===== src/rtl/assert_macros.svh =====
// Assertion helpers shared by the RTL.
`ifndef ASSERT_MACROS_SVH
`define ASSERT_MACROS_SVH
`ifndef NO_ASSERTIONS
`define ASSERT_CLK(lbl, prop, msg) \
  lbl: assert property (@(posedge clk) disable iff (!rst_n) (prop)) else $error(msg);
`define ASSERT_ANY(lbl, prop, msg) \
  lbl: assert property (@(posedge clk) (prop)) else $error(msg);
`else
`define ASSERT_CLK(lbl, prop, msg)
`define ASSERT_ANY(lbl, prop, msg)
`endif
`endif


===== src/rtl/rcsv_pkg.sv =====
package rcsv_pkg;

  localparam logic [11:0] CENTER     = 12'd1500;
  localparam logic [12:0] DEADZONE   = 13'd50;
  localparam logic [5:0]  NORM_DIV   = 6'd25;
  localparam int          NORM_BITS  = 20;
  localparam int          SQRT_STEPS = 23;
  localparam int          DIV_BITS   = 32;

  localparam logic [11:0] SW_RT_LO  = 12'd1800;
  localparam logic [11:0] SW_RT_HI  = 12'd2200;
  localparam logic [11:0] THR_LO    = 12'd1470;
  localparam logic [11:0] THR_HI    = 12'd1530;
  localparam logic [11:0] STK_LO    = 12'd1485;
  localparam logic [11:0] STK_HI    = 12'd1515;
  localparam logic [11:0] SW_PH_LO  = 12'd1300;
  localparam logic [11:0] SW_PH_HI  = 12'd1700;
  localparam logic [11:0] SW_MAN_LO = 12'd800;
  localparam logic [11:0] SW_MAN_HI = 12'd1200;

  localparam logic signed [13:0] F_ONE = 14'sd4096;

  localparam logic [9:0]  XY_RST   = 10'd500;
  localparam logic [9:0]  ZUP_RST  = 10'd350;
  localparam logic [9:0]  ZDN_RST  = 10'd250;
  localparam logic [15:0] HOLD_RST = 16'd1000;

  typedef enum logic [1:0] {
    CFG_XY_LIMIT = 2'd0,
    CFG_Z_UP     = 2'd1,
    CFG_Z_DOWN   = 2'd2,
    CFG_HOLD     = 2'd3
  } cfg_idx_t;

  typedef enum logic [1:0] {
    MODE_NONE = 2'd0,
    MODE_RT   = 2'd1,
    MODE_HOLD = 2'd2,
    MODE_MAN  = 2'd3
  } mode_t;

  typedef enum logic [3:0] {
    ST_IDLE,
    ST_NORM,
    ST_FILT,
    ST_MUL,
    ST_CLAMP,
    ST_SQ,
    ST_SUM,
    ST_SQRT,
    ST_DIVLD,
    ST_DIV,
    ST_DONE
  } state_t;

  typedef struct packed {
    logic load;
    logic step;
  } lane_ctl_t;

endpackage


===== src/rtl/rcsv_norm_lane.sv =====
module rcsv_norm_lane (
  input  logic                clk,
  input  rcsv_pkg::lane_ctl_t ctl,
  input  logic [11:0]         pulse,
  output logic signed [15:0]  n
);
  import rcsv_pkg::*;

  logic [NORM_BITS-1:0] q_r, q_nxt;
  logic [4:0]           rem_r, rem_nxt;
  logic                 neg_r, neg_nxt;
  logic signed [12:0]   d;
  logic [11:0]          mag;
  logic [5:0]           t;
  logic                 ge;

  always_comb begin
    d = $signed({1'b0, pulse}) - $signed({1'b0, CENTER});
    if (d > $signed(DEADZONE)) begin
      mag = 12'(d - $signed(DEADZONE));
    end else if (d < -$signed(DEADZONE)) begin
      mag = 12'(-d - $signed(DEADZONE));
    end else begin
      mag = '0;
    end
    t  = {rem_r, q_r[NORM_BITS-1]};
    ge = t >= NORM_DIV;
    q_nxt   = q_r;
    rem_nxt = rem_r;
    neg_nxt = neg_r;
    if (ctl.load) begin
      q_nxt   = {mag, 8'b0};
      rem_nxt = '0;
      neg_nxt = d < 0;
    end else if (ctl.step) begin
      q_nxt   = {q_r[NORM_BITS-2:0], ge};
      rem_nxt = ge ? 5'(t - NORM_DIV) : t[4:0];
    end
  end

  always_ff @(posedge clk) begin
    q_r   <= q_nxt;
    rem_r <= rem_nxt;
    neg_r <= neg_nxt;
  end

  assign n = neg_r ? -$signed({1'b0, q_r[14:0]}) : $signed({1'b0, q_r[14:0]});

endmodule


===== config.mk =====
export PLATFORM = sky130hd
export DESIGN_NAME = rcsv_norm_lane
export DESIGN_NICKNAME = d
export VERILOG_FILES = /design/src/rtl/assert_macros.svh /design/src/rtl/rcsv_pkg.sv /design/src/rtl/rcsv_norm_lane.sv
export SDC_FILE = /design/constraint.sdc
export NUM_CORES = 1
export LEC_CHECK = 0
export ABC_CLOCK_PERIOD_IN_PS = 2100
export BUFFER_PORTS_ARGS = -buffer_cell sky130_fd_sc_hd__buf_2
export CORE_ASPECT_RATIO = 0.5
export CORE_MARGIN = 1.5
export CORE_UTILIZATION = 44
export DETAILED_ROUTE_END_ITERATION = 8
export GPL_ROUTABILITY_DRIVEN = 0
export PLACE_DENSITY = 0.63
export SLEW_MARGIN = 20
export SYNTH_ARGS = -nofsm -noshare
export SYNTH_HDL_FRONTEND = slang
export SYNTH_SLANG_ARGS = --single-unit

===== constraint.sdc =====
create_clock -name clk -period 2.1 [get_ports clk]
set_input_delay 0.105 -clock clk [delete_from_list [all_inputs] [get_ports clk]]
set_output_delay 0.105 -clock clk [all_outputs]
set_load 0.05 [all_outputs]

# After elaboration in Yosys (flattened, before gate mapping)

Cells that the tools add are included.

Output and inout port bits: 16
Bits of input ports: 15
Logic and storage cells: 21
Register bits after elaboration: 26

Add/sub/neg operators: 6
$lt $le $gt $ge: 4
Reductions and logical operators: 1
Muxes and demuxes: 6

Operators by type and width:

| operator                                                       | count |
|---|---|
| two-way mux 20 bit                                             | 2 |
| two-way mux 12 bit                                             | 2 |
| subtractor 12 x 7 -> 12 bit, second input constant             | 2 |
| two-way mux 16 bit                                             | 1 |
| negation 15 -> 16 bit                                          | 1 |
| greater-than comparator 13 x 7 -> 1 bit, second input constant | 1 |
| < comparator 13 x 1 -> 1 bit, second input constant            | 1 |
| < comparator 13 x 7 -> 1 bit, second input constant            | 1 |
| subtractor 12 x 11 -> 13 bit, second input constant            | 1 |
| negation 12 bit                                                | 1 |
| >= comparator 6 x 5 -> 1 bit, second input constant            | 1 |
| two-way mux 5 bit                                              | 1 |
| subtractor 5 bit, second input constant                        | 1 |
| nonzero test 2 bit                                             | 1 |

# Depth between registers and ports, before layout

Gate-level depths: netlist of the first run.

Depth in word-level cells: 6
Depth in mapped cells: 10
Mapped depth without buffers: 8

# Least setup slack after synthesis of the first run

No wires, ideal clock.

Path type: reg2out
From: register q_r[2]
To: output n[13]
Slack: -0.259 ns
Arrival time: 2.254 ns
Stages on the path, launching flop included: 7
Required time: 1.995 ns
Path buffers: 0
Cell sequence: dfxtp_1 > nor3_1 > nand3_1 > or3_1 > or4_1 > o41ai_1 > xnor2_1

Longest elaborated chain between the ends: 2

Ends and longest elaborated chain:

| item                   | RTL line             | source |
|---|---|---|
| from (decl)            | rcsv_norm_lane.sv:9  | `logic [NORM_BITS-1:0] q_r, q_nxt;` |
| from (signal assigned) | rcsv_norm_lane.sv:42 | `q_r <= q_nxt;` |
| negation 15 -> 16 bit  | rcsv_norm_lane.sv:47 | `assign n = neg_r ? -$signed({1'b0, q_r[14:0]}) : $signed({1'b0, q_r[14:0]});` |
| two-way mux 16 bit     | rcsv_norm_lane.sv:47 |  |
| to (decl)              | rcsv_norm_lane.sv:5  | `output logic signed [15:0] n` |

No other way between the ends.

# Final worst setup path of the first run

Same ends and word-level chain as after synthesis.

==> flow_metrics.py, run 1 <==
metrics = {
    "layout": {
        "finalNonFillerCells": 455,
        "area_growth_pct": 43.0,
        "layout.nets": 412,
        "final_util_pct": 67.9,
        "num_antenna_cells": 0,
        "nFillCells": 425,
        "drive_gt1_share_pct": 36.6,
    },
    "worst_setup_path": {
        "r2r_start": "q_r[19]$_DFFE_PP_",
        "cpLargestDelayFamily": "simple AND/OR/NAND/NOR gates",
        "critPathRequiredTime_ns": 2.00,
        "cpMaxStageDelayCell": "or4_4",
        "crit_buf_inv": 1,
        "critPathArrivalTime_ns": 2.35,
        "critPathLaunchType": "flip-flop",
        "cp.depth": 7,
        "crit_path_max_incr_delay_ns": 0.45,
        "critical_path_class": "flip-flop to output pin",
        "rr_endpoint": "rem_r[2]$_SDFFE_PP0P_",
        "path_cells": "nor3_4 > nand3_2 > or3_4 > or4_4 > o41ai_4 > xnor2_2 > buf_6",
        "r2r_slack_ns": 0.13,
        "worst-path-max-fanout": 2,
        "worstRegToRegCells": 7,
        "cp-end-kind": "output pin",
    },
    "logic_synthesis": {
        "ys_top_cells_by_area": "edfxtp_1, dfxtp_1, xnor2_1",
        "syn_inst": 289,
        "synth_simple_gate_area_share_pct": 22.0,
        "ys_ff_latch": 26,
        "synth-edff-count": 13,
        "yosysWarnings": 0,
        "yosys.area.top_type": "edfxtp_1",
        "synth_nets": 315,
        "muxShareOfSynthArea_pct": 4.12,
        "syn_avg_cell_area_um2": 8.40,
        "synth_xor_area_share_pct": 12.6,
        "post_synth_most_frequent_cells": "xnor2_1, nand2_1, nor2_1, o21ai_0, inv_1",
        "synthAdderAreaFrac_pct": 5.67,
        "ys_seq_area_share_pct": 26.8,
        "synth_cell_types": 63,
        "ys.flop_type": "edfxtp_1",
        "synth_compound_area_share_pct": 23.3,
        "yosys.area.top_type_share_pct": 16.1,
        "synth_area_mm2": 0.00243,
        "async_flop_share_pct": 0,
        "yosysMostFrequentCell": "xnor2_1",
        "synth_top_family_by_area": "compound AO/OA/AOI/OAI gates",
    },
    "routing": {
        "drt-total-wl_mm": 6.81,
        "ant_nets": 0,
        "drtIter0Drc": 157,
        "detail_route.wl_per_cell_um": 15.0,
        "drc_errors": 0,
        "vias": 2487,
        "firstDrtPassIters": 4,
        "viasPerCell": 5.47,
    },
    "sta": {
        "rsz0062_at_grt": "true",
        "fin_crit_sh_pct": 117,
        "setup_ws_ns": -0.352,
        "finalHoldViolCount": 0,
        "slew_headroom_pct": 47.0,
        "skew_ns": 0.00543,
        "setup_viol": 6,
        "maxSlewViolCount": 0,
        "fin_crit_ns": 2.45,
        "fmax_mhz": 408,
        "worst_pin_slew_ns": 0.793,
        "hold_slack_ns": 0.256,
    },
    "global_routing": {
        "grt_usage_pct": 22.2,
        "overflow": 0,
        "grt_pass1_wl_mm": 10.9,
        "antenna_found_initial": 0,
        "grt_max_degree": 23,
        "grt_pass1_vias": 2299,
    },
    "worst_hold_path": {
        "holdPathEnd": "q_r[1]$_SDFFE_PP0P_",
        "hold_depth": 2,
        "hold_class": "input port to flip-flop",
        "min_from": "ctl[1]",
    },
    "floorplan": {
        "dieArea_mm2": 0.00600,
        "initial_utilization_pct": 47.5,
        "top_level_ports": 31,
        "core_mm2": 0.00511,
        "die_x_um": 108,
        "die_h_um": 55.5,
        "num_rows": 18,
    },
    "clock_network": {
        "cts_max_level": 1,
        "path_clk_slew_ns": 0.09,
        "cts_buffer_depth": 2,
        "cts_tree": "built",
        "cts-root-buf": "clkbuf_8",
        "cts_buffers": 3,
        "clock-sinks": 26,
        "clock_latency_ns": 0.27,
    },
    "place": {
        "placement.io_buffers": 30,
        "place_hpwl_mm": 5.01,
        "dp_cells": 438,
    },
    "run_status": {
        "status": "complete, but fails checks",
        "failed_checks": "setup timing",
    },
    "power": {
        "leakage_uw": 0.00149,
        "powerDensity_mw_per_mm2": 567,
        "power_uw": 1970,
        "ir_drop_uv": 331,
    },
    "job": {
        "max-cap-violations": 0,
    },
}
-- flip-flops by register name, indices dropped and copies added (netlist names) --
name,cells
neg_r,1
q_r,20
rem_r,5
-- per-layer routing --
metal	share of wire, %	vias to the layer above	track usage [%]
met5	0	-	0
li1	-	1250	-
met1	48	1179	31.7
met4	0.41	0	3.20
met3	3.5	4	3.19
met2	48	54	36.2
-- kinds of logic (layout without fill, tap and decap cells) --
kind of cell | Yosys count | count (layout)
adder cells (fa/ha/maj) | 11 | 11
buffers and inverters | 29 | 125
XOR/XNOR | 35 | 35
AND/OR/NAND/NOR | 101 | 101
multiplexers | 10 | 10
AO/OA/AOI/OAI | 77 | 77
flip-flops | 26 | 26
-- how the worst max path moves through the flow --
stage	from	end	slack (ns)
6_report	q_r[2]$_SDFFE_PP0P_	n[13]	-0.35
5_1_grt	q_r[2]$_SDFFE_PP0P_	n[13]	-0.44
4_1_cts	q_r[2]$_SDFFE_PP0P_	n[13]	-0.34
3_5_place_dp	q_r[2]$_SDFFE_PP0P_	n[13]	-0.32
3_3_place_gp	pulse[2]	q_r[13]$_DFFE_PP_	-0.26
2_1_floorplan	pulse[2]	q_r[13]$_DFFE_PP_	-0.07
-- worst register-to-register path, delay by kind of cell (launching register included) --
| family | cells | cell delay (ns) |
|---|---|---|
| buffers and inverters | 2 | 0.23 |
| DFF | 1 | 0.45 |
| AOI/OAI and AO/OA | 3 | 0.57 |
| adders and majority gates | 1 | 0.15 |
| and+or+nand+nor | 1 | 0.48 |
-- metrics by stage --
step	worst slack, ns	instance area [um^2]	TNS [ns]
6_report	-0.352	3470	-1.37
5_1_grt	-0.438	3470	-2.26
4_1_cts	-0.343	3350	-1.50
3_5_place_dp	-0.323	3110	-3.18
3_3_place_gp	-0.264	3110	-2.85
2_1_floorplan	-0.0750	2490	-0.145
-- layout make-up --
type                       count  area [um^2]  share of cell area, %
multi-input combinational    234         1810                   52.2
timing repair buffer         107          796                   22.9
sequential                    26          653                   18.8
tap                           70         87.6                   2.52
inverter                      14         52.6                   1.51
clock buffer                   3         41.3                   1.19
clock inverter                 1         30.0                  0.865
-- what timing repair did --
action                                  4_1_cts  5_1_grt
pin swaps                                     2       12
endpoints found under the setup margin        6       23
buffers inserted                             13        4
resized for setup                            20       26
hold buffers                                  0        0
-- power breakdown --
group | internal, uW | switching [uW] | total [uW]
Combinational | 401 | 503 | 904
Sequential | 587 | 59.3 | 646
Clock | 255 | 162 | 417
Total | 1240 | 724 | 1970
-- cells in the final DEF (no fill, tap or decap), drive strengths merged, types with 5 or more instances in the layout --
cell type and count:
nand3 8, xnor2 29, o31ai 5, a31oi 5, buf 105, ha 11
edfxtp 13, nor3 7, o21ai 18, clkbuf 5, nor2 21, mux2i 10
inv 14, dfxtp 13, xor2 6, o211ai 6, a21oi 7, nand2 27
(Power assumes the default switching activity.)
==> run 2: changes to the inputs <==
Settings changed: CORE_UTILIZATION 44 to 53, PLACE_DENSITY 0.63 to 0.74.
==> run 2 against run 1 <==
The run ends with DRC, setup timing left. Clock power shrank 22%. Worst hold slack lost 0.010 ns. Sequential share of layout area grew 0.90 points. Routed wire length shrank 2.4%. Combinational power shrank 4.6%. Critical path type unchanged. Fmax is essentially flat. Highest routed layer unchanged. First-iteration DRC count grew 16%. Largest power group unchanged. Sequential power is essentially flat.
==> flow_metrics.py, run 2 (synthesis results as in run 1) <==
metrics = {
    "clock_network": {
        "cts-root-buf": "clkbuf_8",
        "clock_latency_ns": 0.27,
        "clock-sinks": 26,
        "cts_max_level": 1,
        "cts_tree": "built",
        "cts_buffers": 3,
        "ctsHoldBuffers": 0,
        "cts_buffer_depth": 2,
        "path_clk_slew_ns": 0.09,
    },
    "layout": {
        "area_growth_pct": 36.2,
        "num_antenna_cells": 0,
        "top_register": "q_r",
        "largest_reg_flops": 20,
        "layout.nets": 400,
        "layout_commonest_cell": "buf_4",
        "nFillCells": 323,
        "final_util_pct": 75.1,
        "reg.largest.list": "q_r (20), rem_r (5), neg_r (1)",
        "mostFrequentLayoutCells": "buf_4, xnor2_1, nand2_1",
        "drive_gt1_share_pct": 33.8,
    },
    "floorplan": {
        "dieArea_mm2": 0.00502,
        "core_mm2": 0.00440,
        "num_rows": 17,
        "die_x_um": 98.7,
        "initial_utilization_pct": 55.2,
        "die_h_um": 50.9,
        "top_level_ports": 31,
    },
    "global_routing": {
        "overflow": 0,
        "grt_usage_pct": 26.3,
        "grt_pass1_wl_mm": 10.7,
        "grt_max_degree": 23,
        "grt_pass1_vias": 2376,
        "antenna_found_initial": 0,
    },
    "worst_setup_path": {
        "critPathLaunchType": "flip-flop",
        "worst-path-max-fanout": 3,
        "critPathArrivalTime_ns": 2.35,
        "critical_path_class": "flip-flop to output pin",
        "critPathRequiredTime_ns": 2.00,
        "cp-end-kind": "output pin",
    },
    "run_status": {
        "status": "complete, but fails checks",
        "failed_checks": "DRC, setup timing",
    },
    "sta": {
        "rsz0062_at_grt": "true",
        "worst_pin_slew_ns": 0.793,
        "fmax_mhz": 408,
        "finalHoldViolCount": 0,
        "setup_viol": 5,
        "setup_tns_ns": -0.955,
        "maxSlewViolCount": 0,
        "setup_ws_ns": -0.351,
        "slew_headroom_pct": 47.0,
        "fin_crit_ns": 2.45,
        "fin_crit_sh_pct": 117,
        "skew_ns": 0.00153,
    },
    "routing": {
        "drc_errors": 3,
        "vias": 2499,
        "drt-total-wl_mm": 6.65,
        "detail_route.wl_per_cell_um": 15.5,
        "ant_nets": 0,
        "viasPerCell": 5.81,
        "firstDrtPassIters": 7,
        "drtIter0Drc": 182,
    },
    "job": {
        "max-cap-violations": 0,
    },
    "worst_hold_path": {
        "hold_class": "input port to flip-flop",
    },
    "power": {
        "powerDensity_mw_per_mm2": 553,
        "leakage_uw": 0.00141,
        "ir_drop_uv": 312,
    },
    "place": {
        "placement.io_buffers": 30,
        "place_hpwl_mm": 4.99,
    },
}
## run 2: worst max-delay path: stages (launching register included)
cell and delay (ns):
dfxtp_2 0.34, nor3_4 0.20, nand3_2 0.10, or3_4 0.34, or4_4 0.48, o41ai_4 0.27
xnor2_2 0.16, buf_6 0.18
## run 2: what timing repair did
action / in CTS / in global routing
setup endpoints to repair: 4 / 19
gates resized for setup: 14 / 20
endpoints found under the hold margin: 0 / 0
cloned: 0 / 0
pin swaps: 2 / 6
buffers inserted: 2 / 1
## run 2: layout make-up
| type | count | area (um^2) | share of cell area, % |
|---|---|---|---|
| clock buffer | 4 | 55.1 | 1.66 |
| inverter | 14 | 52.6 | 1.59 |
| multi-input combinational | 234 | 1800 | 54.5 |
| sequential | 26 | 652 | 19.7 |
| timing repair buffer | 95 | 673 | 20.4 |
| tap | 57 | 71.3 | 2.16 |
## run 2: worst paths after layout
path	cells after the start	endpoint	start	slack [ns]
setup / recovery	7	n[13]	q_r[2]$_SDFFE_PP0P_	-0.35
hold / removal	2	rem_r[0]$_SDFFE_PP0P_	ctl[1]	0.25
setup reg to reg	7	rem_r[2]$_SDFFE_PP0P_	q_r[19]$_DFFE_PP_	0.09
hold reg to reg	2	rem_r[4]$_SDFFE_PP0P_	rem_r[4]$_SDFFE_PP0P_	0.51
## run 2: routing by layer
metal	GRT usage (%)	vias to the layer above	part of all wire (%)
li1	-	1230	-
met1	35.2	1186	47
met2	47.5	77	49
met3	1.92	6	3.8
met4	5.95	0	0.81
met5	0	-	0
## run 2: report_power, final
group | internal (uW) | total, uW | switching, uW
registers | 587 | 643 | 56.5
clock network | 168 | 324 | 156
logic | 365 | 862 | 497
total | 1120 | 1830 | 710
## run 2: through the flow
| step | hold slack, ns | cell area [um^2] | std cells | worst slack [ns] | total power (uW) |
|---|---|---|---|---|---|
| 5_1_grt | 0.270 | 3310 | 430 | -0.434 | 1910 |
| 4_1_cts | 0.248 | 3210 | 429 | -0.359 | 1780 |
| 2_1_floorplan | 0.217 | 2490 | 289 | -0.0750 | 1180 |
| 3_3_place_gp | 0.441 | 3080 | 423 | -0.219 | 1400 |
| 6_report | 0.245 | 3310 | 430 | -0.351 | 1830 |
| 3_5_place_dp | 0.472 | 3080 | 423 | -0.275 | 1420 |
