===== src/rtl/assert_macros.svh =====
// Assertion helpers shared by the RTL.
`ifndef ASSERT_MACROS_SVH
`define ASSERT_MACROS_SVH
`ifndef NO_ASSERTIONS
`define ASSERT_CLK(lbl, prop, msg) \
  lbl: assert property (@(posedge clk) disable iff (!rst_n) (prop)) else $error(msg);
`define ASSERT_ANY(lbl, prop, msg) \
  lbl: assert property (@(posedge clk) (prop)) else $error(msg);
`else
`define ASSERT_CLK(lbl, prop, msg)
`define ASSERT_ANY(lbl, prop, msg)
`endif
`endif


===== src/rtl/rcsv_pkg.sv =====
package rcsv_pkg;

  localparam logic [11:0] CENTER     = 12'd1500;
  localparam logic [12:0] DEADZONE   = 13'd50;
  localparam logic [5:0]  NORM_DIV   = 6'd25;
  localparam int          NORM_BITS  = 20;
  localparam int          SQRT_STEPS = 23;
  localparam int          DIV_BITS   = 32;

  localparam logic [11:0] SW_RT_LO  = 12'd1800;
  localparam logic [11:0] SW_RT_HI  = 12'd2200;
  localparam logic [11:0] THR_LO    = 12'd1470;
  localparam logic [11:0] THR_HI    = 12'd1530;
  localparam logic [11:0] STK_LO    = 12'd1485;
  localparam logic [11:0] STK_HI    = 12'd1515;
  localparam logic [11:0] SW_PH_LO  = 12'd1300;
  localparam logic [11:0] SW_PH_HI  = 12'd1700;
  localparam logic [11:0] SW_MAN_LO = 12'd800;
  localparam logic [11:0] SW_MAN_HI = 12'd1200;

  localparam logic signed [13:0] F_ONE = 14'sd4096;

  localparam logic [9:0]  XY_RST   = 10'd500;
  localparam logic [9:0]  ZUP_RST  = 10'd350;
  localparam logic [9:0]  ZDN_RST  = 10'd250;
  localparam logic [15:0] HOLD_RST = 16'd1000;

  typedef enum logic [1:0] {
    CFG_XY_LIMIT = 2'd0,
    CFG_Z_UP     = 2'd1,
    CFG_Z_DOWN   = 2'd2,
    CFG_HOLD     = 2'd3
  } cfg_idx_t;

  typedef enum logic [1:0] {
    MODE_NONE = 2'd0,
    MODE_RT   = 2'd1,
    MODE_HOLD = 2'd2,
    MODE_MAN  = 2'd3
  } mode_t;

  typedef enum logic [3:0] {
    ST_IDLE,
    ST_NORM,
    ST_FILT,
    ST_MUL,
    ST_CLAMP,
    ST_SQ,
    ST_SUM,
    ST_SQRT,
    ST_DIVLD,
    ST_DIV,
    ST_DONE
  } state_t;

  typedef struct packed {
    logic load;
    logic step;
  } lane_ctl_t;

endpackage


===== src/rtl/rcsv_div_lane.sv =====
module rcsv_div_lane (
  input  logic                clk,
  input  rcsv_pkg::lane_ctl_t ctl,
  input  logic [31:0]         num,
  input  logic                neg,
  input  logic [22:0]         den,
  output logic signed [10:0]  q
);
  import rcsv_pkg::*;

  logic [DIV_BITS-1:0] q_r, q_nxt;
  logic [22:0]         rem_r, rem_nxt;
  logic [22:0]         den_r, den_nxt;
  logic                neg_r, neg_nxt;
  logic [23:0]         t;
  logic                ge;

  always_comb begin
    t  = {rem_r, q_r[DIV_BITS-1]};
    ge = t >= {1'b0, den_r};
    q_nxt   = q_r;
    rem_nxt = rem_r;
    den_nxt = den_r;
    neg_nxt = neg_r;
    if (ctl.load) begin
      q_nxt   = num;
      rem_nxt = '0;
      den_nxt = den;
      neg_nxt = neg;
    end else if (ctl.step) begin
      q_nxt   = {q_r[DIV_BITS-2:0], ge};
      rem_nxt = ge ? 23'(t - {1'b0, den_r}) : t[22:0];
    end
  end

  always_ff @(posedge clk) begin
    q_r   <= q_nxt;
    rem_r <= rem_nxt;
    den_r <= den_nxt;
    neg_r <= neg_nxt;
  end

  assign q = neg_r ? -$signed({1'b0, q_r[9:0]}) : $signed({1'b0, q_r[9:0]});

endmodule


===== config.mk =====
export PLATFORM = sky130hd
export DESIGN_NAME = rcsv_div_lane
export DESIGN_NICKNAME = d
export VERILOG_FILES = /design/src/rtl/assert_macros.svh /design/src/rtl/rcsv_pkg.sv /design/src/rtl/rcsv_div_lane.sv
export SDC_FILE = /design/constraint.sdc
export NUM_CORES = 1
export LEC_CHECK = 0
export ABC_AREA = 1
export BUFFER_PORTS_ARGS = -buffer_cell sky130_fd_sc_hd__buf_4
export CAP_MARGIN = 40
export CORE_MARGIN = 1
export CORE_UTILIZATION = 45
export DETAILED_ROUTE_END_ITERATION = 16
export GPL_ROUTABILITY_DRIVEN = 0
export SETUP_SLACK_MARGIN = 0.15
export SLEW_MARGIN = 20
export SYNTH_ARGS = -nofsm -noshare
export SYNTH_HDL_FRONTEND = slang
export SYNTH_SLANG_ARGS = --single-unit

===== constraint.sdc =====
create_clock -name clk -period 4.14 [get_ports clk]
set_clock_uncertainty 0.15 [all_clocks]
set_input_delay 0 -clock clk [delete_from_list [all_inputs] [get_ports clk]]
set_output_delay 0 -clock clk [all_outputs]
set_load 0.01 [all_outputs]

Word level (Yosys, flattened, before mapping)
Index checks and enable logic that the tools add are counted.

Register bits: 79. Latch bits: 0. Memory bits (writable): 0. ROM bits: 0. Input bits: 59. Memories: 0.

Add/subtract/negate cells: 2. Multipliers: 0. Div/mod/pow operators: 0. $lt $le $gt $ge: 1. Equal/unequal tests: 0. Shifts and indexed selects: 0. Multiplexer cells: 4. Bitwise operators: 0. Reductions and logical operators: 1.

Operator list (number): $mux 32 (2); $ge 24x23->1 (1); $mux 23 (1); $sub 23x23->23 (1); $mux 11 (1); $neg 10->11 (1); $reduce_bool 2->1 (1).

Logic depth before layout (Yosys ltp)
Gate-level depths: netlist of run 1.

Depth after elaboration: 3. Depth in mapped cells: 16. Mapped depth without buffers: 14.

Least setup slack after synthesis of run 1
OpenSTA, ideal clock, no wires.

Path kind: reg-to-reg. Start: register q_r[31]. End: register rem_r[16]. Library setup time: 0.112 ns. Arrival: 1.892 ns. Required time: 3.878 ns. Path slack: 1.985 ns. Cell stages (with the launch flop): 16. Path buffers: 2. Period minus slack after synthesis: 2.155 ns. Cell sequence: edfxtp_1 inv_1 ha_1 fa_1 inv_1 nand2_1 nand2_1 nand3_1 nand2_2 nand2_1 nand4_2 buf_6 buf_4 nand3_1 nand2_1 nand2_1.

Longest elaborated chain between the ends: 2. Elaborated cells on any way between the ends: 3. Those cells by class: add/sub: 1; order compare: 1; mux: 1.

Ends and longest elaborated chain: from (decl) (RTL line rcsv_div_lane.sv:11) `logic [DIV_BITS-1:0] q_r, q_nxt;`; from (signal assigned) (RTL line rcsv_div_lane.sv:37) `q_r <= q_nxt;`; $sub 23x23->23 or $ge 24x23->1 (tied branches) (RTL line rcsv_div_lane.sv:32, rcsv_div_lane.sv:20); $mux 23 (*) (RTL line rcsv_div_lane.sv:32) `rem_nxt = ge ? 23'(t - {1'b0, den_r}) : t[22:0];`; to (signal assigned) (RTL line rcsv_div_lane.sv:38) `rem_r <= rem_nxt;`; to (decl) (RTL line rcsv_div_lane.sv:12) `logic [22:0] rem_r, rem_nxt;`.

Every way passes the cells marked *; elsewhere a longest branch is shown, timed or not. A chain may end at the register's enable or synchronous reset.

Final worst setup path of run 1
Start: register den_r[0]. End: register rem_r[20].

Longest elaborated chain between the ends: 2. Elaborated cells on any way between the ends: 3. Those cells by class: add/sub: 1; order compare: 1; mux: 1.

Ends and longest elaborated chain: from (decl) (RTL line rcsv_div_lane.sv:13) `logic [22:0] den_r, den_nxt;`; from (signal assigned) (RTL line rcsv_div_lane.sv:39) `den_r <= den_nxt;`; $sub 23x23->23 or $ge 24x23->1 (tied branches) (RTL line rcsv_div_lane.sv:32, rcsv_div_lane.sv:20); $mux 23 (*) (RTL line rcsv_div_lane.sv:32).

Marks and branches as above.

==> flow_results.org, run 1 <==
** Drt
- Number of DRC violations after detailed routing :: 0
- The first detailed-routing pass took 5 iterations.
- Detail-routed via count per cell :: 4.67
- Via count :: 4,567
- Number of antenna-violating nets in the routed design :: 0
- For this block, the initial DRC count from the detailed router was 259.
- For this block, the routed nets add up to 11,900 um of wire.
- After detailed routing, the average wire length per cell comes to 12.2 um.

** Finish
- Sequential Area :: 2140 um2
- Fraction of layout cells with a size suffix above 1 :: 0.129
- Antenna cells :: 0
- Once layout is complete, the cells apart from fillers number 977.
- Commonest non-fill, non-tap cell in the layout :: sky130_fd_sc_hd__nand2_1
- Counting the fill cells in the layout gives 1,056.
- Footprint of the multi-input gates :: 2420 um2
- Post-route standard cell area excluding fillers :: 6460 um2
- NumNets Final :: 916
- In the layout the commonest cells are sky130_fd_sc_hd__nand2_1, sky130_fd_sc_hd__inv_1, sky130_fd_sc_hd__buf_4.
- Compared with the post-synthesis result, the final layout area differs by 28.1%.

** Placed design
- Placed cells :: 904
- After detailed placement, the total cell area comes to 5680 um2.
- Half-perimeter wire length after placement :: 8410 um
- The count of buffers added on input and output ports is 69.

** Timing
- Setup violations remaining at the end of the flow were counted as 0.
- Max Clock Freq :: 0.355 GHz
- Final sum of negative setup slack :: 0 ps
- Final min period :: 2820 ps
- Number of failing hold endpoints at the final stage :: 0
- Normalized max-slew margin :: 0.532
- Setup repair after global routing left no endpoint under its margin.
- Of the available clock period, the critical path in the final layout requires 0.681.
- Slew at the pin closest to its max-slew limit :: 702 ps
- The max-slew violation count was 0.

** Clocking
- H-Tree Depth :: 3
- After clock tree synthesis, the clock-pin slew on the worst setup and hold paths is 80 ps.
- Clock latency on the worst-skew pair, taken at its later pin, is 380 ps.
- No sink is reached through more buffers than the 2 on the longest clock path.
- TritonCTS built the clock tree.
- Post-cts repair resize count :: 0
- The root buffer cell chosen for the clock tree is sky130_fd_sc_hd__clkbuf_8.
- Buffers inserted to repair hold after CTS numbered 57.
- Total setup buffers inserted after CTS :: 0
- CTS saw 79 sinks.
- Number of buffers created by CTS :: 9

** Floorplanning
- Width of the die :: 108 um
- The floorplan has 38 rows.
- Initial core utilization :: 0.463
- For this design the top-level I/O count stands at 70.
- Placeable Area :: 10,900 um2
- Area of the die :: 11,600 um2
- Die height :: 108 um

** Setup path
- Arrival time of the worst setup path :: 2940 ps
- Buffers plus inverters on the worst setup path :: 2
- In this run the worst path has a maximum fanout of 27.
- The worst setup path is captured at a flop.
- Required time worst endpoint :: 4260 ps
- On the worst path, the slowest cell contributes a delay of 410 ps.
- Kind of cell with the highest combined delay on the critical path :: simple AND/OR/NAND/NOR gates
- The worst setup path is of the reg2reg kind.
- Traced cell by cell, the critical path runs through ha_1 -> fa_1 -> inv_1 -> nand2_1 -> nand2_1 -> nand3_1 -> nand2_2 -> nand2_1 -> nand4_2 -> buf_4 -> nand3_1 -> nand2_1 -> nand2_1.
- Cell type of the slowest stage on the worst timing path :: sky130_fd_sc_hd__fa_1
- STA classifies the critical path startpoint as a flop.
- Among the stages of the critical path, the cell type that occurs most often is sky130_fd_sc_hd__nand2_1.

** Yosys
- Of all cell types, the one taking the most synthesized area is sky130_fd_sc_hd__edfxtp_1.
- After synthesis the cells add up to 5040 um2.
- In this run the mean area of a mapped cell was 7.15 um2.
- Sequential-to-total area share from yosys stat :: 0.425
- Number of cells produced by synthesis :: 706
- Warning count from the yosys run :: 0
- Counting every net in the synthesized netlist gives 790.
- In the synthesized netlist the dominant register cell turns out to be sky130_fd_sc_hd__edfxtp_1.
- Of the post-synthesis cell area, the dominant cell type holds 0.333.
- EDFF count, synth :: 56
- Cell types occupying the most area after synthesis :: sky130_fd_sc_hd__edfxtp_1, sky130_fd_sc_hd__nand2_1, sky130_fd_sc_hd__dfxtp_1
- In the synthesized netlist the async set-or-reset flop fraction comes to 0.
- Synthesis instantiated 30 different standard cells from the library.
- In this run, synthesis produced a sequential element count of 79.

** Outcome
- The run finished with clean final reports.

** Min path
- The min-delay analysis places its worst path in the category in2reg.

** Power and ir drop
- Power Dens Cells :: 293 nW/um2
- Design Power :: 1.89 mW
- Leak Pwr :: 3.22 nW
- Maximum VDD drop :: 0.248 mV

** Global routing
- Pin count of the biggest net entering global routing :: 66
- Initial antenna violation count :: 0
- The first global-routing pass estimated 20,500 um of wire.
- GRT Overall Usage :: 0.227
- The total overflow left after global routing is 0.
- The number of global-route vias before repair came to 4,511.

** Job
- MaxCap Viol Count :: 0
[routing by layer]
layer,part of all wire,GRT usage
met4,0.010,0.0753
met3,0.041,0.0508
met2,0.48,0.377
met5,0,0
met1,0.47,0.289
[registers in the layout, summed over array words and instances (netlist names)]
name   count
den_r     23
neg_r      1
q_r       32
rem_r     23
[through the flow]
step / hold slack, ps / utilization / setup WS, ps
detailed placement: 29.5 / 0.521 / 1320
floorplan: -51.1 / - / 1990
global route: 81.9 / 0.593 / 1070
global placement: 27.8 / 0.521 / 1400
finish: 50.8 / 0.593 / 1320
CTS: 47.0 / 0.593 / 1290
[power breakdown]
part / internal (mW) / switching, mW
clock: 0.341 / 0.291
sequential: 0.908 / 0.0215
combinational: 0.157 / 0.173
[Yosys cell counts (5+ instances only)]
master / count
sky130_fd_sc_hd__o21ai_1: 5
sky130_fd_sc_hd__clkbuf_1: 9
sky130_fd_sc_hd__inv_1: 102
sky130_fd_sc_hd__a21oi_1: 15
sky130_fd_sc_hd__dfxtp_1: 23
sky130_fd_sc_hd__xor2_1: 10
sky130_fd_sc_hd__o21ai_0: 10
sky130_fd_sc_hd__edfxtp_1: 56
sky130_fd_sc_hd__nor2_2: 14
sky130_fd_sc_hd__xnor2_1: 8
sky130_fd_sc_hd__ha_1: 24
sky130_fd_sc_hd__nand2_2: 5
sky130_fd_sc_hd__nor2_1: 59
sky130_fd_sc_hd__nand4_1: 5
sky130_fd_sc_hd__nand2_1: 305
sky130_fd_sc_hd__nor3_1: 6
sky130_fd_sc_hd__nand3_1: 28
[worst paths after layout]
path                   from        end  slack, ps  cells after the start
setup / recovery   den_r[0]  rem_r[20]       1320                     13
hold / removal       ctl[1]   den_r[2]         50                      1
setup reg to reg   den_r[0]  rem_r[20]       1320                     13
hold reg to reg   rem_r[22]  rem_r[22]        320                      2
[cell type report]
cell class,count,area share
clock inverters,5,0.0126
inverters,103,0.0598
clock buffers,11,0.0203
well taps,140,0.0271
flip-flops and latches,79,0.332
repair buffers,130,0.173
multi-input cells,509,0.375
[cells by family after synthesis]
logic type,after synthesis,share of synthesized area
adders and majority gates,25,0.0635
AOI/OAI and AO/OA,36,0.0384
buffers and inverters,118,0.0947
xor gates and xnor gates,18,0.0312
DFF,79,0.425
and+or+nand+nor,430,0.347
Note: power is estimated with default switching activity, not from simulation.
==> inputs of run 2 (changes only) <==
- clock period: 4.14 -> 2.65 ns (I/O delays scaled with it)
==> flow_results.org, run 2 (synthesis results as in run 1) <==
** Clocking
- The clock sink count was 79 (unchanged).
- Number of buffers created by CTS :: 9 (unchanged)
- Clock root buffer master :: sky130_fd_sc_hd__clkbuf_8
- Clock edge transition at the registers on the reported setup and hold paths :: 90 ps (about the same)
- Clock insertion delay at the later pin of the skew report :: 370 ps (about the same)
- TritonCTS built the clock tree.
- The number of buffers between clock root and the deepest sink came to 2 (unchanged).
- The depth of the CTS H-tree was 3 (unchanged).
- The setup fix buffers added after clock tree synthesis came to 0 (unchanged).

** Timing
- The max-slew violation count is 0 (unchanged).
- Number of failing hold endpoints at the final stage :: 0 (unchanged)
- Normalized max-slew margin :: 0.677 (+0.146)
- The final hold slack is 188 ps (+138 ps).
- Slew at the pin closest to its max-slew limit :: 483 ps (-220 ps)
- The highest clock frequency the design can meet was 0.436 GHz (+23%).
- The final critical-path required period came to 2290 ps (-526 ps).
- Final Setup Violations :: 0 (unchanged)
- Final sum of negative setup slack :: 0 ps (unchanged)
- RSZ-0062 raised after global routing :: false
- Period utilisation layout :: 0.865 (+0.184)

** Setup path
- Nature of the critical path startpoint :: flop
- The data required time at the worst endpoint came to 2760 ps (-1500 ps).
- The critical path in this run is classified as reg2reg.
- The critical path data arrival time was 2410 ps (-530 ps).
- For this design, the slowest cell found on the critical path is sky130_fd_sc_hd__ha_1.
- Most repeated library cell on the critical path :: sky130_fd_sc_hd__nand2_1
- Walking the worst path, the cells encountered are inv_1 -> ha_1 -> nand2_1 -> inv_1 -> nand2_1 -> nand2_1 -> nand2_1 -> nand2_1 -> nand2_1 -> nand4_4 -> buf_12 -> nor2_1 -> nor2_1 -> nand2_1 -> nand2_1.
- The highest net fanout along the worst path was 16 (-41%).
- The worst setup path is captured at a flop.
- Maximum single-stage delay on the critical path :: 340 ps (-70 ps)

** Global routing
- Initial antenna violation count :: 0 (unchanged)
- Leftover overflow at the end of global routing :: 0 (unchanged)
- Wire length of the first global-routing pass :: 20,300 um (-1.2%)
- The total routing resource utilization after global routing was 0.227 (about the same).
- The number of global-route vias before repair came to 4,484 (-0.60%).
- The maximum number of pins on one net before global-route repair came to 37 (-44%).

** Floorplanning
- The overall die height is 108 um (unchanged).
- The horizontal die dimension came to 108 um (unchanged).
- The overall die area was 11,600 um2 (unchanged).
- The starting density of the core was 0.463 (unchanged).
- Ports placed on the boundary :: 70 (unchanged)
- The placement row count came to 38 (unchanged).
- The area of the core region is 10,900 um2 (unchanged).

** Placed design
- Count of buffers from port buffering :: 69 (unchanged)
- Placed cells :: 907 (+0.33%)
- The detailed-placement wirelength estimate is 8420 um (about the same).

** Drt
- Wirelength, routed :: 12,300 um (+3.3%)
- Detail-routed via count per cell :: 4.72 (+0.99%)
- The total iterations of the first detailed-routing run came to 4 (-1).
- Number of antenna-violating nets in the routed design :: 0 (unchanged)
- Via count :: 4,636 (+1.5%)
- The number of design-rule violations left by the first detailed-router iteration came to 251 (-3.1%).
- Routed len/inst :: 12.5 um (+2.8%)
- Number of DRC violations after detailed routing :: 0 (unchanged)

** Finish
- The top cell types in the final layout, fill and taps aside, are sky130_fd_sc_hd__nand2_1, sky130_fd_sc_hd__inv_1, sky130_fd_sc_hd__buf_4.
- Commonest non-fill, non-tap cell in the layout :: sky130_fd_sc_hd__nand2_1
- The register with the most flip-flops in the final layout is q_r.
- The count of placed standard cells in the final layout, fillers left out came to 982 (+0.51%).
- The filler cell count in the final layout is 1,013 (-4.1%).
- The layout cell share with drive strength beyond 1 came to 0.134 (+0.00517).
- The core occupancy in the finished layout came to 0.598 (+0.00471).
- In the final layout, the registers with the most flip-flops are q_r: 32 flops, den_r: 23 flops, rem_r: 23 flops.
- From synthesis to final layout, the design area changed by 29.1%.
- The number of nets in the layout came to 921 (+0.55%).
- The flip-flop count of the largest register, all copies and words added came to 32 (unchanged).
- The antenna diode count came to 0 (unchanged).

** Power and ir drop
- Maximum VDD drop :: 0.457 mV (+84%)
- The net switching power came to 0.781 mW (+61%).
- The cell-internal power is 2.01 mW (+43%).
- Portion of total power attributed to sequential cells :: 0.521 (+0.030)
- The switching power share of the total came to 0.280 (+0.0233).
- The fraction of power consumed by combinational cells came to 0.188 (+0.013).
- Leak Pwr :: 3.23 nW (+0.20%)
- The clock network fraction of total power is 0.291 (-0.043).
- Power Dens Cells :: 428 nW/um2 (+46%)

** Job
- MaxCap Viol Count :: 0 (unchanged)

** Min path
- Worst hold path type :: in2reg

** Outcome
- Status :: finished clean
run 2: critical path, delay by kind of cell, from the launching register on:
family | cells | cell delay [ps]
and+or+nand+nor | 11 | 1050
adders and majority gates | 1 | 340
DFF | 1 | 330
buffers and inverters | 3 | 330
run 2: path summary, 6_finish.rpt:
check | start | endpoint | slack [ps] | cells past startpoint
worst max-delay path | den_r[11] | rem_r[11] | 360 | 15
worst min-delay path | den[17] | den_r[17] | 190 | 2
worst max register to register | den_r[11] | rem_r[11] | 360 | 15
worst min register to register | rem_r[4] | rem_r[4] | 330 | 2
run 2: final cells by class:
cell class,count,area (um2),share of cell area
clock buffers,11,131,0.0202
clock inverters,5,35.0,0.00538
inverters,103,387,0.0594
multi-input cells,509,2440,0.375
flip-flops and latches,79,2140,0.329
well taps,140,175,0.0269
repair buffers,135,1200,0.184
run 2: power by group through the flow:
| stage | clock [mW] | sequential [mW] | combinational [mW] |
|---|---|---|---|
| final | 0.810 | 1.45 | 0.524 |
| after global placement | 0 | 1.48 | 0.448 |
| after global routing | 0.888 | 1.46 | 0.586 |
| after floorplan | 0 | 1.47 | 0.268 |
| after CTS | 0.840 | 1.45 | 0.520 |
| after detailed placement | 0 | 1.48 | 0.452 |
run 2: per-stage QoR:
| stage | setup slack [ps] | power, mW | instance area, um2 |
|---|---|---|---|
| after floorplan | 495 | 1.74 | 5040 |
| after global placement | 426 | 1.93 | 5710 |
| after detailed placement | 345 | 1.93 | 5710 |
| after CTS | 318 | 2.81 | 6460 |
| after global routing | 150 | 2.94 | 6510 |
| final | 357 | 2.79 | 6510 |
run 2: what timing repair did:
| action | in CTS | in global routing |
|---|---|---|
| endpoints found under the setup margin | 0 | 3 |
| hold endpoints to repair | 86 | 0 |
| hold buffers | 58 | 0 |
| gates resized for setup | 0 | 6 |
run 2: routing by layer:
metal / vias to the layer above / global-route usage / wire length (um)
li1: 2456 / - / -
met1: 2053 / 0.277 / 5690
met2: 105 / 0.380 / 5790
met3: 22 / 0.0666 / 551
met4: 0 / 0.0763 / 282
met5: - / 0 / 0
